[src/rtl/vnsm_pkg.sv]
// Shared widths, register indexes and types for the viewport nearest scaler map.
package vnsm_pkg;

  // Blit buffer limits
  localparam int unsigned MAX_BLIT_W = 320;
  localparam int unsigned MAX_BLIT_H = 200;

  // Field widths
  localparam int unsigned COL_W   = 9;
  localparam int unsigned ROW_W   = 8;
  localparam int unsigned VIEW_W  = 12;
  localparam int unsigned IMG_W   = 16;
  localparam int unsigned PAN_W   = 17;
  localparam int unsigned ZOOM_W  = 13;
  localparam int unsigned SRC_W   = 16;

  // Configuration port
  localparam int unsigned CFG_IDX_W  = 3;
  localparam int unsigned CFG_DATA_W = 17;

  localparam logic [CFG_IDX_W-1:0] CFG_VIEW_WIDTH   = 3'd0;
  localparam logic [CFG_IDX_W-1:0] CFG_VIEW_HEIGHT  = 3'd1;
  localparam logic [CFG_IDX_W-1:0] CFG_IMAGE_WIDTH  = 3'd2;
  localparam logic [CFG_IDX_W-1:0] CFG_IMAGE_HEIGHT = 3'd3;
  localparam logic [CFG_IDX_W-1:0] CFG_PAN_X        = 3'd4;
  localparam logic [CFG_IDX_W-1:0] CFG_PAN_Y        = 3'd5;
  localparam logic [CFG_IDX_W-1:0] CFG_ZOOM         = 3'd6;

  // Reset values of the registers
  localparam logic [VIEW_W-1:0] RST_VIEW_WIDTH   = 12'd320;
  localparam logic [VIEW_W-1:0] RST_VIEW_HEIGHT  = 12'd200;
  localparam logic [IMG_W-1:0]  RST_IMAGE_WIDTH  = 16'd320;
  localparam logic [IMG_W-1:0]  RST_IMAGE_HEIGHT = 16'd200;
  localparam logic [PAN_W-1:0]  RST_PAN          = 17'd0;
  localparam logic [ZOOM_W-1:0] RST_ZOOM         = 13'd1000;

  // Datapath widths
  localparam int unsigned COORD_W = VIEW_W;            // coordinate widened for compares
  localparam int unsigned BLIT_CW = 10;                // coordinate below a capped blit size
  localparam int unsigned PROD_W  = BLIT_CW + VIEW_W;  // coordinate times viewport size
  localparam int unsigned DIFF_W  = PAN_W + 1;         // viewport coordinate minus pan
  localparam int unsigned MAG_W   = PAN_W;             // magnitude of that difference
  localparam int unsigned NUM_W   = 27;                // magnitude times 1000
  localparam int unsigned SCALE_W = 10;
  localparam logic [SCALE_W-1:0] SCALE_PERMILLE = 10'd1000;
  localparam logic [ZOOM_W-1:0]  ZOOM_UNITY     = 13'd1000;

  // Divider pipeline: quotient bits resolved per stage
  localparam int unsigned DIV_STEP   = 3;
  localparam int unsigned DIV_STAGES = (NUM_W + DIV_STEP - 1) / DIV_STEP;
  localparam int unsigned DIV_BITS   = DIV_STAGES * DIV_STEP;

  // Pipeline stage positions
  localparam int unsigned ST_A   = 0;  // blit compare, coordinate times view
  localparam int unsigned ST_B   = 1;  // reciprocal multiply
  localparam int unsigned ST_C   = 2;  // quotient correction, viewport coordinate
  localparam int unsigned ST_D   = 3;  // subtract pan, magnitude
  localparam int unsigned ST_E   = 4;  // times 1000
  localparam int unsigned ST_DIV = 5;  // first divider stage
  localparam int unsigned ST_OUT = ST_DIV + DIV_STAGES;
  localparam int unsigned N_ST   = ST_OUT + 1;

  // Flags that ride along the divider
  typedef struct packed {
    logic ok;   // coordinate lies in the blit buffer
    logic neg;  // difference to the origin is negative
  } div_tag_t;

endpackage

[src/rtl/vnsm_div_pipe.sv]
// Pipelined unsigned restoring divider, a few quotient bits per stage.
module vnsm_div_pipe import vnsm_pkg::*; (
  input  logic                  clk_i,
  input  logic [DIV_STAGES-1:0] en_i,
  input  logic [NUM_W-1:0]      num_i,
  input  logic [ZOOM_W-1:0]     den_i,
  input  div_tag_t              tag_i,
  output logic [NUM_W-1:0]      quot_o,
  output div_tag_t              tag_o
);

  logic [ZOOM_W-1:0]   rem_q  [DIV_STAGES];
  logic [DIV_BITS-1:0] work_q [DIV_STAGES];
  div_tag_t            tag_q  [DIV_STAGES];

  for (genvar s = 0; s < DIV_STAGES; s++) begin : g_stage
    logic [ZOOM_W-1:0]   rem_in;
    logic [DIV_BITS-1:0] work_in;
    div_tag_t            tag_in;
    logic [ZOOM_W-1:0]   rem_d;
    logic [DIV_BITS-1:0] work_d;

    // Take the previous stage, or the fresh numerator at the head
    if (s == 0) begin : g_head
      assign rem_in  = '0;
      assign work_in = DIV_BITS'(num_i);
      assign tag_in  = tag_i;
    end else begin : g_body
      assign rem_in  = rem_q[s-1];
      assign work_in = work_q[s-1];
      assign tag_in  = tag_q[s-1];
    end

    // Shift in numerator bits, subtract the divisor where it fits
    always_comb begin
      logic [ZOOM_W:0]     trial;
      logic [ZOOM_W-1:0]   rem;
      logic [DIV_BITS-1:0] work;
      rem  = rem_in;
      work = work_in;
      for (int unsigned k = 0; k < DIV_STEP; k++) begin
        trial = {rem, work[DIV_BITS-1]};
        work  = {work[DIV_BITS-2:0], 1'b0};
        if (trial >= {1'b0, den_i}) begin
          trial   = trial - {1'b0, den_i};
          work[0] = 1'b1;
        end
        rem = trial[ZOOM_W-1:0];
      end
      rem_d  = rem;
      work_d = work;
    end

    // Advance when the stage may take a new word
    always_ff @(posedge clk_i) begin
      if (en_i[s]) begin
        rem_q[s]  <= rem_d;
        work_q[s] <= work_d;
        tag_q[s]  <= tag_in;
      end
    end
  end

  assign quot_o = work_q[DIV_STAGES-1][NUM_W-1:0];
  assign tag_o  = tag_q[DIV_STAGES-1];

endmodule

[src/rtl/viewport_nearest_scaler_map.sv]
// Top level of the viewport nearest scaler map: registers, pipeline control, both axes.
//
// Usage:
//   Input channel: in_valid_i with out_col_i / out_row_i, a word is taken at a rising
//   edge with in_valid_i high and in_stall_o low. Output channel: out_valid_o with
//   src_col_o / src_row_o / inside_res_o, a word leaves at an edge with out_valid_o
//   high and out_stall_i low. Every input word gives exactly one output word, in order.
//   Configuration: cfg_valid_i with cfg_index_i / cfg_data_i; cfg_ready_o is always
//   high, so a write lands on the edge it is presented. Write only while idle.
//   A word passes through 15 register stages on its way to the output register: 5 front
//   stages, 9 divider stages of 3 quotient bits each, 1 output stage. Throughput: one
//   word per cycle while the receiver does not stall.
//   The divider stages set the depth; each resolves 3 bits of the 27-bit quotient.
//   Reset clears all valid bits and loads the register defaults (320x200 view and
//   image, zero pan, zoom 1000). When the receiver stalls, words stack up in empty
//   stages; in_stall_o rises only once every stage holds a word.
module viewport_nearest_scaler_map import vnsm_pkg::*; (
  input  logic                  clk_i,
  input  logic                  rst_ni,
  // input words
  input  logic                  in_valid_i,
  output logic                  in_stall_o,
  input  logic [COL_W-1:0]      out_col_i,
  input  logic [ROW_W-1:0]      out_row_i,
  // output words
  output logic                  out_valid_o,
  input  logic                  out_stall_i,
  output logic [SRC_W-1:0]      src_col_o,
  output logic [SRC_W-1:0]      src_row_o,
  output logic                  inside_res_o,
  // configuration writes
  input  logic                  cfg_valid_i,
  output logic                  cfg_ready_o,
  input  logic [CFG_IDX_W-1:0]  cfg_index_i,
  input  logic [CFG_DATA_W-1:0] cfg_data_i
);

  // Configuration registers
  logic [VIEW_W-1:0] view_width_q, view_height_q;
  logic [IMG_W-1:0]  image_width_q, image_height_q;
  logic [PAN_W-1:0]  pan_x_q, pan_y_q;
  logic [ZOOM_W-1:0] zoom_q;

  assign cfg_ready_o = 1'b1;

  // Load a register on each write; ignore unknown indexes
  always_ff @(posedge clk_i or negedge rst_ni) begin
    if (!rst_ni) begin
      view_width_q   <= RST_VIEW_WIDTH;
      view_height_q  <= RST_VIEW_HEIGHT;
      image_width_q  <= RST_IMAGE_WIDTH;
      image_height_q <= RST_IMAGE_HEIGHT;
      pan_x_q        <= RST_PAN;
      pan_y_q        <= RST_PAN;
      zoom_q         <= RST_ZOOM;
    end else if (cfg_valid_i && cfg_ready_o) begin
      unique case (cfg_index_i)
        CFG_VIEW_WIDTH:   view_width_q   <= cfg_data_i[VIEW_W-1:0];
        CFG_VIEW_HEIGHT:  view_height_q  <= cfg_data_i[VIEW_W-1:0];
        CFG_IMAGE_WIDTH:  image_width_q  <= cfg_data_i[IMG_W-1:0];
        CFG_IMAGE_HEIGHT: image_height_q <= cfg_data_i[IMG_W-1:0];
        CFG_PAN_X:        pan_x_q        <= cfg_data_i[PAN_W-1:0];
        CFG_PAN_Y:        pan_y_q        <= cfg_data_i[PAN_W-1:0];
        CFG_ZOOM:         zoom_q         <= cfg_data_i[ZOOM_W-1:0];
        default: ;
      endcase
    end
  end

  // Zero zoom stands for unity
  logic [ZOOM_W-1:0] zoom_eff;
  assign zoom_eff = (zoom_q == '0) ? ZOOM_UNITY : zoom_q;

  // Pipeline control: a stage loads when empty or when its successor moves
  logic [N_ST-1:0] valid_q;
  logic [N_ST:0]   ready;

  always_comb begin
    ready[N_ST] = !out_stall_i;
    for (int k = N_ST - 1; k >= 0; k--) begin
      ready[k] = !valid_q[k] || ready[k+1];
    end
  end

  assign in_stall_o  = !ready[0];
  assign out_valid_o = valid_q[ST_OUT];

  always_ff @(posedge clk_i or negedge rst_ni) begin
    if (!rst_ni) begin
      valid_q <= '0;
    end else begin
      if (ready[ST_A]) begin
        valid_q[ST_A] <= in_valid_i;
      end
      for (int unsigned k = 1; k < N_ST; k++) begin
        if (ready[k]) begin
          valid_q[k] <= valid_q[k-1];
        end
      end
    end
  end

  // Per-axis views of the inputs and registers
  logic [COORD_W-1:0] coord    [2];
  logic [VIEW_W-1:0]  view_sz  [2];
  logic [IMG_W-1:0]   image_sz [2];
  logic [PAN_W-1:0]   pan      [2];

  assign coord[0]    = COORD_W'(out_col_i);
  assign coord[1]    = COORD_W'(out_row_i);
  assign view_sz[0]  = view_width_q;
  assign view_sz[1]  = view_height_q;
  assign image_sz[0] = image_width_q;
  assign image_sz[1] = image_height_q;
  assign pan[0]      = pan_x_q;
  assign pan[1]      = pan_y_q;

  logic [NUM_W-1:0] quot    [2];
  div_tag_t         div_tag [2];
  logic             axis_in [2];

  for (genvar ax = 0; ax < 2; ax++) begin : g_axis
    localparam int unsigned MAXB    = (ax == 0) ? MAX_BLIT_W : MAX_BLIT_H;
    localparam int unsigned RECIP   = (1 << PROD_W) / MAXB;
    localparam int unsigned RECIP_W = $clog2(RECIP + 1);
    localparam int unsigned MUL_W   = PROD_W + RECIP_W;

    // stage A
    logic [PROD_W-1:0]  a_prod_q;
    logic [BLIT_CW-1:0] a_c_q;
    logic               a_ok_q, a_dir_q;
    // stage B
    logic [PROD_W-1:0]  b_prod_q;
    logic [VIEW_W-1:0]  b_qe_q;
    logic [BLIT_CW-1:0] b_c_q;
    logic               b_ok_q, b_dir_q;
    // stage C
    logic [VIEW_W-1:0]  c_vp_q;
    logic               c_ok_q;
    // stage D
    logic [MAG_W-1:0]   d_mag_q;
    logic               d_neg_q, d_ok_q;
    // stage E
    logic [NUM_W-1:0]   e_num_q;
    div_tag_t           e_tag_q;

    logic [VIEW_W-1:0]  blit;
    logic [MUL_W-1:0]   mul_b;
    logic [PROD_W-1:0]  rem_c;
    logic [VIEW_W-1:0]  vp_c;
    logic [DIFF_W-1:0]  diff_d;
    logic [MAG_W-1:0]   mag_d;

    // Cap the viewport at the blit limit
    assign blit = (view_sz[ax] > VIEW_W'(MAXB)) ? VIEW_W'(MAXB) : view_sz[ax];

    // Reciprocal estimate of the product over the blit limit
    assign mul_b = MUL_W'(a_prod_q) * MUL_W'(RECIP);

    // Bypass when the view fits; else add one where the remainder reaches the limit
    always_comb begin
      rem_c = b_prod_q - PROD_W'(b_qe_q) * PROD_W'(MAXB);
      if (b_dir_q) begin
        vp_c = VIEW_W'(b_c_q);
      end else if (rem_c >= PROD_W'(MAXB)) begin
        vp_c = b_qe_q + VIEW_W'(1);
      end else begin
        vp_c = b_qe_q;
      end
    end

    // Subtract the sign-extended origin and take the magnitude
    always_comb begin
      diff_d = DIFF_W'(c_vp_q) - {pan[ax][PAN_W-1], pan[ax]};
      mag_d  = diff_d[DIFF_W-1] ? MAG_W'(-diff_d) : diff_d[MAG_W-1:0];
    end

    // Front stages
    always_ff @(posedge clk_i) begin
      if (ready[ST_A]) begin
        a_prod_q <= PROD_W'(coord[ax][BLIT_CW-1:0]) * PROD_W'(view_sz[ax]);
        a_c_q    <= coord[ax][BLIT_CW-1:0];
        a_ok_q   <= coord[ax] < blit;
        a_dir_q  <= view_sz[ax] <= VIEW_W'(MAXB);
      end
      if (ready[ST_B]) begin
        b_prod_q <= a_prod_q;
        b_qe_q   <= mul_b[PROD_W +: VIEW_W];
        b_c_q    <= a_c_q;
        b_ok_q   <= a_ok_q;
        b_dir_q  <= a_dir_q;
      end
      if (ready[ST_C]) begin
        c_vp_q <= vp_c;
        c_ok_q <= b_ok_q;
      end
      if (ready[ST_D]) begin
        d_mag_q <= mag_d;
        d_neg_q <= diff_d[DIFF_W-1];
        d_ok_q  <= c_ok_q;
      end
      if (ready[ST_E]) begin
        e_num_q     <= NUM_W'(d_mag_q) * NUM_W'(SCALE_PERMILLE);
        e_tag_q.ok  <= d_ok_q;
        e_tag_q.neg <= d_neg_q;
      end
    end

    vnsm_div_pipe u_div (
      .clk_i  (clk_i),
      .en_i   (ready[ST_DIV +: DIV_STAGES]),
      .num_i  (e_num_q),
      .den_i  (zoom_eff),
      .tag_i  (e_tag_q),
      .quot_o (quot[ax]),
      .tag_o  (div_tag[ax])
    );

    // Negative quotients other than zero fall left of or above the image
    assign axis_in[ax] = div_tag[ax].ok && (!div_tag[ax].neg || quot[ax] == '0)
                         && (quot[ax] < NUM_W'(image_sz[ax]));
  end

  // Output register: zero the coordinates of background pixels
  logic             inside_d;
  logic [SRC_W-1:0] src_col_q, src_row_q;
  logic             inside_q;

  assign inside_d = axis_in[0] && axis_in[1];

  always_ff @(posedge clk_i) begin
    if (ready[ST_OUT]) begin
      src_col_q <= inside_d ? quot[0][SRC_W-1:0] : '0;
      src_row_q <= inside_d ? quot[1][SRC_W-1:0] : '0;
      inside_q  <= inside_d;
    end
  end

  assign src_col_o    = src_col_q;
  assign src_row_o    = src_row_q;
  assign inside_res_o = inside_q;

`ifndef SYNTHESIS
  a_bg_zero: assert property (@(posedge clk_i) disable iff (!rst_ni)
    out_valid_o && !inside_res_o |-> src_col_o == '0 && src_row_o == '0)
    else $error("background word carries nonzero coordinates");

  a_in_image: assert property (@(posedge clk_i) disable iff (!rst_ni)
    out_valid_o && inside_res_o |-> src_col_o < image_width_q && src_row_o < image_height_q)
    else $error("inside word maps beyond the image");

  a_stall_cause: assert property (@(posedge clk_i) disable iff (!rst_ni)
    in_stall_o |-> out_valid_o && out_stall_i)
    else $error("input stalled without a stalled output");

  a_fill_out: assert property (@(posedge clk_i) disable iff (!rst_ni)
    valid_q[ST_OUT-1] && !valid_q[ST_OUT] |=> valid_q[ST_OUT])
    else $error("word lost before the output register");
`endif

endmodule
[config.mk]
export PLATFORM = sky130hd
export DESIGN_NAME = viewport_nearest_scaler_map
export DESIGN_NICKNAME = d
export VERILOG_FILES = /design/src/rtl/vnsm_pkg.sv /design/src/rtl/vnsm_div_pipe.sv /design/src/rtl/viewport_nearest_scaler_map.sv
export SDC_FILE = /design/constraint.sdc
export NUM_CORES = 2
export LEC_CHECK = 0
export ABC_AREA = 1
export BUFFER_PORTS_ARGS = -buffer_cell sky130_fd_sc_hd__buf_4
export CORE_MARGIN = 4
export CORE_UTILIZATION = 55
export CTS_CLUSTER_SIZE = 14
export DETAILED_ROUTE_END_ITERATION = 8
export GPL_ROUTABILITY_DRIVEN = 1
export PLACE_DENSITY = 0.73
export SKIP_LAST_GASP = 1
export SLEW_MARGIN = 20
export SYNTH_ARGS = -nofsm -noshare
export SYNTH_HDL_FRONTEND = slang
export SYNTH_SLANG_ARGS = --single-unit
export TNS_END_PERCENT = 100
[constraint.sdc]
create_clock -name clk_i -period 23 [get_ports clk_i]
set_input_delay 1.15 -clock clk_i [delete_from_list [all_inputs] [get_ports clk_i]]
set_output_delay 1.15 -clock clk_i [all_outputs]
set_load 0.05 [all_outputs]
==> flow_metrics.env <==
export IMPL_gp_congestion=0.909
export IMPL_synthFlopType="edfxtp_1"
export IMPL_ys_types=89
export IMPL_fp_dieW_um=433
export IMPL_core_area_um2=179000
export IMPL_synth_top_area_share=0.293
export IMPL_drt_iter0_markers=5522
export IMPL_cts_max_level=3
export IMPL_path_max_fanout=60
export IMPL_clockRootBuffer="clkbuf_16"
export IMPL_max_stage_delay_ps=750
export IMPL_ys_warn_count=0
export IMPL_grt_max_degree=80
export IMPL_clkLatencyLatePin_ps=780
export IMPL_dp_hpwl_mm=190
export IMPL_ant_nets=0
export IMPL_required_ps=21850
export IMPL_post_cts_buffers=0
export IMPL_routed_wl_mm=248
export IMPL_status="completed"
export IMPL_synth_fp_nets=13000
export IMPL_endpoint_kind="primary output"
export IMPL_fin_crit_sh=0.554
export IMPL_overflow=0
export IMPL_wl_per_cell_um=18.1
export IMPL_critPathKind="primary input to primary output"
export IMPL_antenna_found_initial=14
export IMPL_hp_class="primary input to asynchronous set/reset pin"
export IMPL_crit_slowest_cell="clkinvlp_4"
export IMPL_numCtsBuffers=118
export IMPL_fill_cells=15200
export IMPL_syn_inst=11100
export IMPL_dieArea_um2=188000
export IMPL_area_growth_pct=7.18
export IMPL_setup_viol_count_final=0
export IMPL_tns_ps=0
export IMPL_netlist_top_cells_count="nand2_1, inv_1, ha_1"
export IMPL_ctsHoldBuffers=0
export IMPL_drv_slew=0
export IMPL_pin_count=78
export IMPL_synth_avg_cell_area_um2=8.95
export IMPL_netlist_area_um2=99400
export IMPL_die_h_um=433
export IMPL_avgViaCountPerCell=5.65
export IMPL_cp_start_kind="primary input"
export IMPL_synth_most_common_cell="nand2_1"
export IMPL_synth_edf_count=970
export IMPL_grt_pass1_vias=76400
export IMPL_fin_nets=13000
export IMPL_max_cap_violations=0
export IMPL_fin_util=0.595
export IMPL_clk_path_buf_depth=3
export IMPL_start_util=0.555
export IMPL_crit_path_frequent_cell="nor2_1"
export IMPL_clkTransAtPathRegs_ps=50
export IMPL_fmax_mhz=78.4
export IMPL_synth_top_area_cell="edfxtp_1"
export IMPL_drive_above_1_share=0.0635
export IMPL_drc=0
export IMPL_arrival_ps=11600
export IMPL_yosysSeqAreaShare=0.323
export IMPL_synth_area_top_cells="edfxtp_1, ha_1, fa_1"
export IMPL_worstMarginPinSlew_ps=1090
export IMPL_skew_ps=29.6
export IMPL_ys_ff_latch=1088
export IMPL_grt_first_pass_wirelength_mm=398
export IMPL_ys_async_sr_fraction=0.108
export IMPL_port_buffers=76
export IMPL_cts_sinks=1088
export IMPL_hold_violations=0
export IMPL_cts_tree="yes"
export IMPL_rsz0062_at_grt="no"
export IMPL_period_needed_ps=12750
export IMPL_drt_pass1_iterations=6
export IMPL_cts_resized=0
export IMPL_relSlewSlack=0.273
export IMPL_rows=155
export IMPL_grt_total_usage=0.263
export IMPL_via_count=77100
==> final timing paths <==
kind / cells after the start / slack, ps / end / from
hold reg to reg: 0 / 390 / g_axis[1].b_c_q[3] / g_axis[1].a_c_q[3]
min in group clk_i: 0 / 390 / g_axis[1].b_c_q[3] / g_axis[1].a_c_q[3]
setup reg to reg: 33 / 11720 / g_axis[1].a_prod_q[14] / valid_q[14]
setup / recovery: 33 / 10250 / in_stall_o / out_stall_i
hold / removal: 1 / 330 / valid_q[14] / rst_ni
max in group asynchronous: 2 / 21300 / valid_q[2] / rst_ni
==> critical path, delay by kind of cell <==
| family | cells | cell delay (ps) |
|---|---|---|
| buffers and inverters | 18 | 6330 |
| AND/OR/NAND/NOR | 15 | 4030 |
==> state kept, by name, summed over array words and instances (netlist names), 17 cells and up <==
register,cells
g_axis.d_mag_q,34
g_axis.a_prod_q,41
g_axis.e_num_q,48
g_axis.a_c_q,17
g_axis.u_div.rem_q,208
pan_y_q,17
g_axis.c_vp_q,24
g_axis.u_div.work_q,438
g_axis.u_div.tag_q,36
g_axis.b_prod_q,32
g_axis.b_c_q,17
g_axis.b_qe_q,24
pan_x_q,17
==> metrics by stage <==
step	area, µm²	setup slack [ps]	hold WS, ps	cells
floorplan	99400	533	400	11100
global placement	102000	9800	400	13400
detailed placement	102000	9700	405	13400
CTS	107000	9660	307	13600
global route	107000	9010	335	13600
finish	107000	10250	326	13600
==> logic make-up (layout without fill, tap and decap cells) <==
group	Yosys count	after routing	share of synthesized area
other	1	7	0.0000377
DFF	1088	1088	0.323
muxes	6	6	0.000667
xor gates and xnor gates	677	677	0.0596
adders and majority gates	1807	1807	0.266
buffers and inverters	1725	1906	0.0683
AOI/OAI and AO/OA	1989	1989	0.113
and+or+nand+nor	3814	3814	0.169
==> final cells by class <==
cell class,instances,area (µm²),area share
inverter,1553,5870,0.0551
antenna,6,15.0,0.000141
clock inverter,76,910,0.00854
multi-input combinational,8294,60500,0.568
sequential,1088,32100,0.301
timing repair buffer,127,970,0.00910
clock buffer,150,3190,0.0299
tap,2355,2950,0.0277
==> per-layer routing <==
metal  vias up  track usage  share of wire
met3       464       0.0317          0.058
met5         -            0              0
met4         0       0.0944          0.037
met1     36700        0.351           0.43
met2      2204        0.445           0.47
li1      37700            -              -
==> layout by cell type (no fill, tap or decap), types with 100 or more instances in the layout <==
| master | n |
|---|---|
| nand2_1 | 2121 |
| inv_1 | 1488 |
| ha_1 | 1291 |
| edfxtp_1 | 970 |
| a21oi_1 | 798 |
| nor2_1 | 690 |
| o21ai_0 | 592 |
| fa_1 | 516 |
| xor2_1 | 395 |
| nand3_1 | 394 |
| xnor2_1 | 282 |
| o21ai_1 | 169 |
| nand2_2 | 139 |
| buf_4 | 125 |
| clkbuf_16 | 120 |
| nand4_1 | 111 |
| dfrtp_1 | 100 |
Power is left out: the tool's default activity adds up to more than one toggle a clock period on the data nets, which glitch-free logic cannot reach.
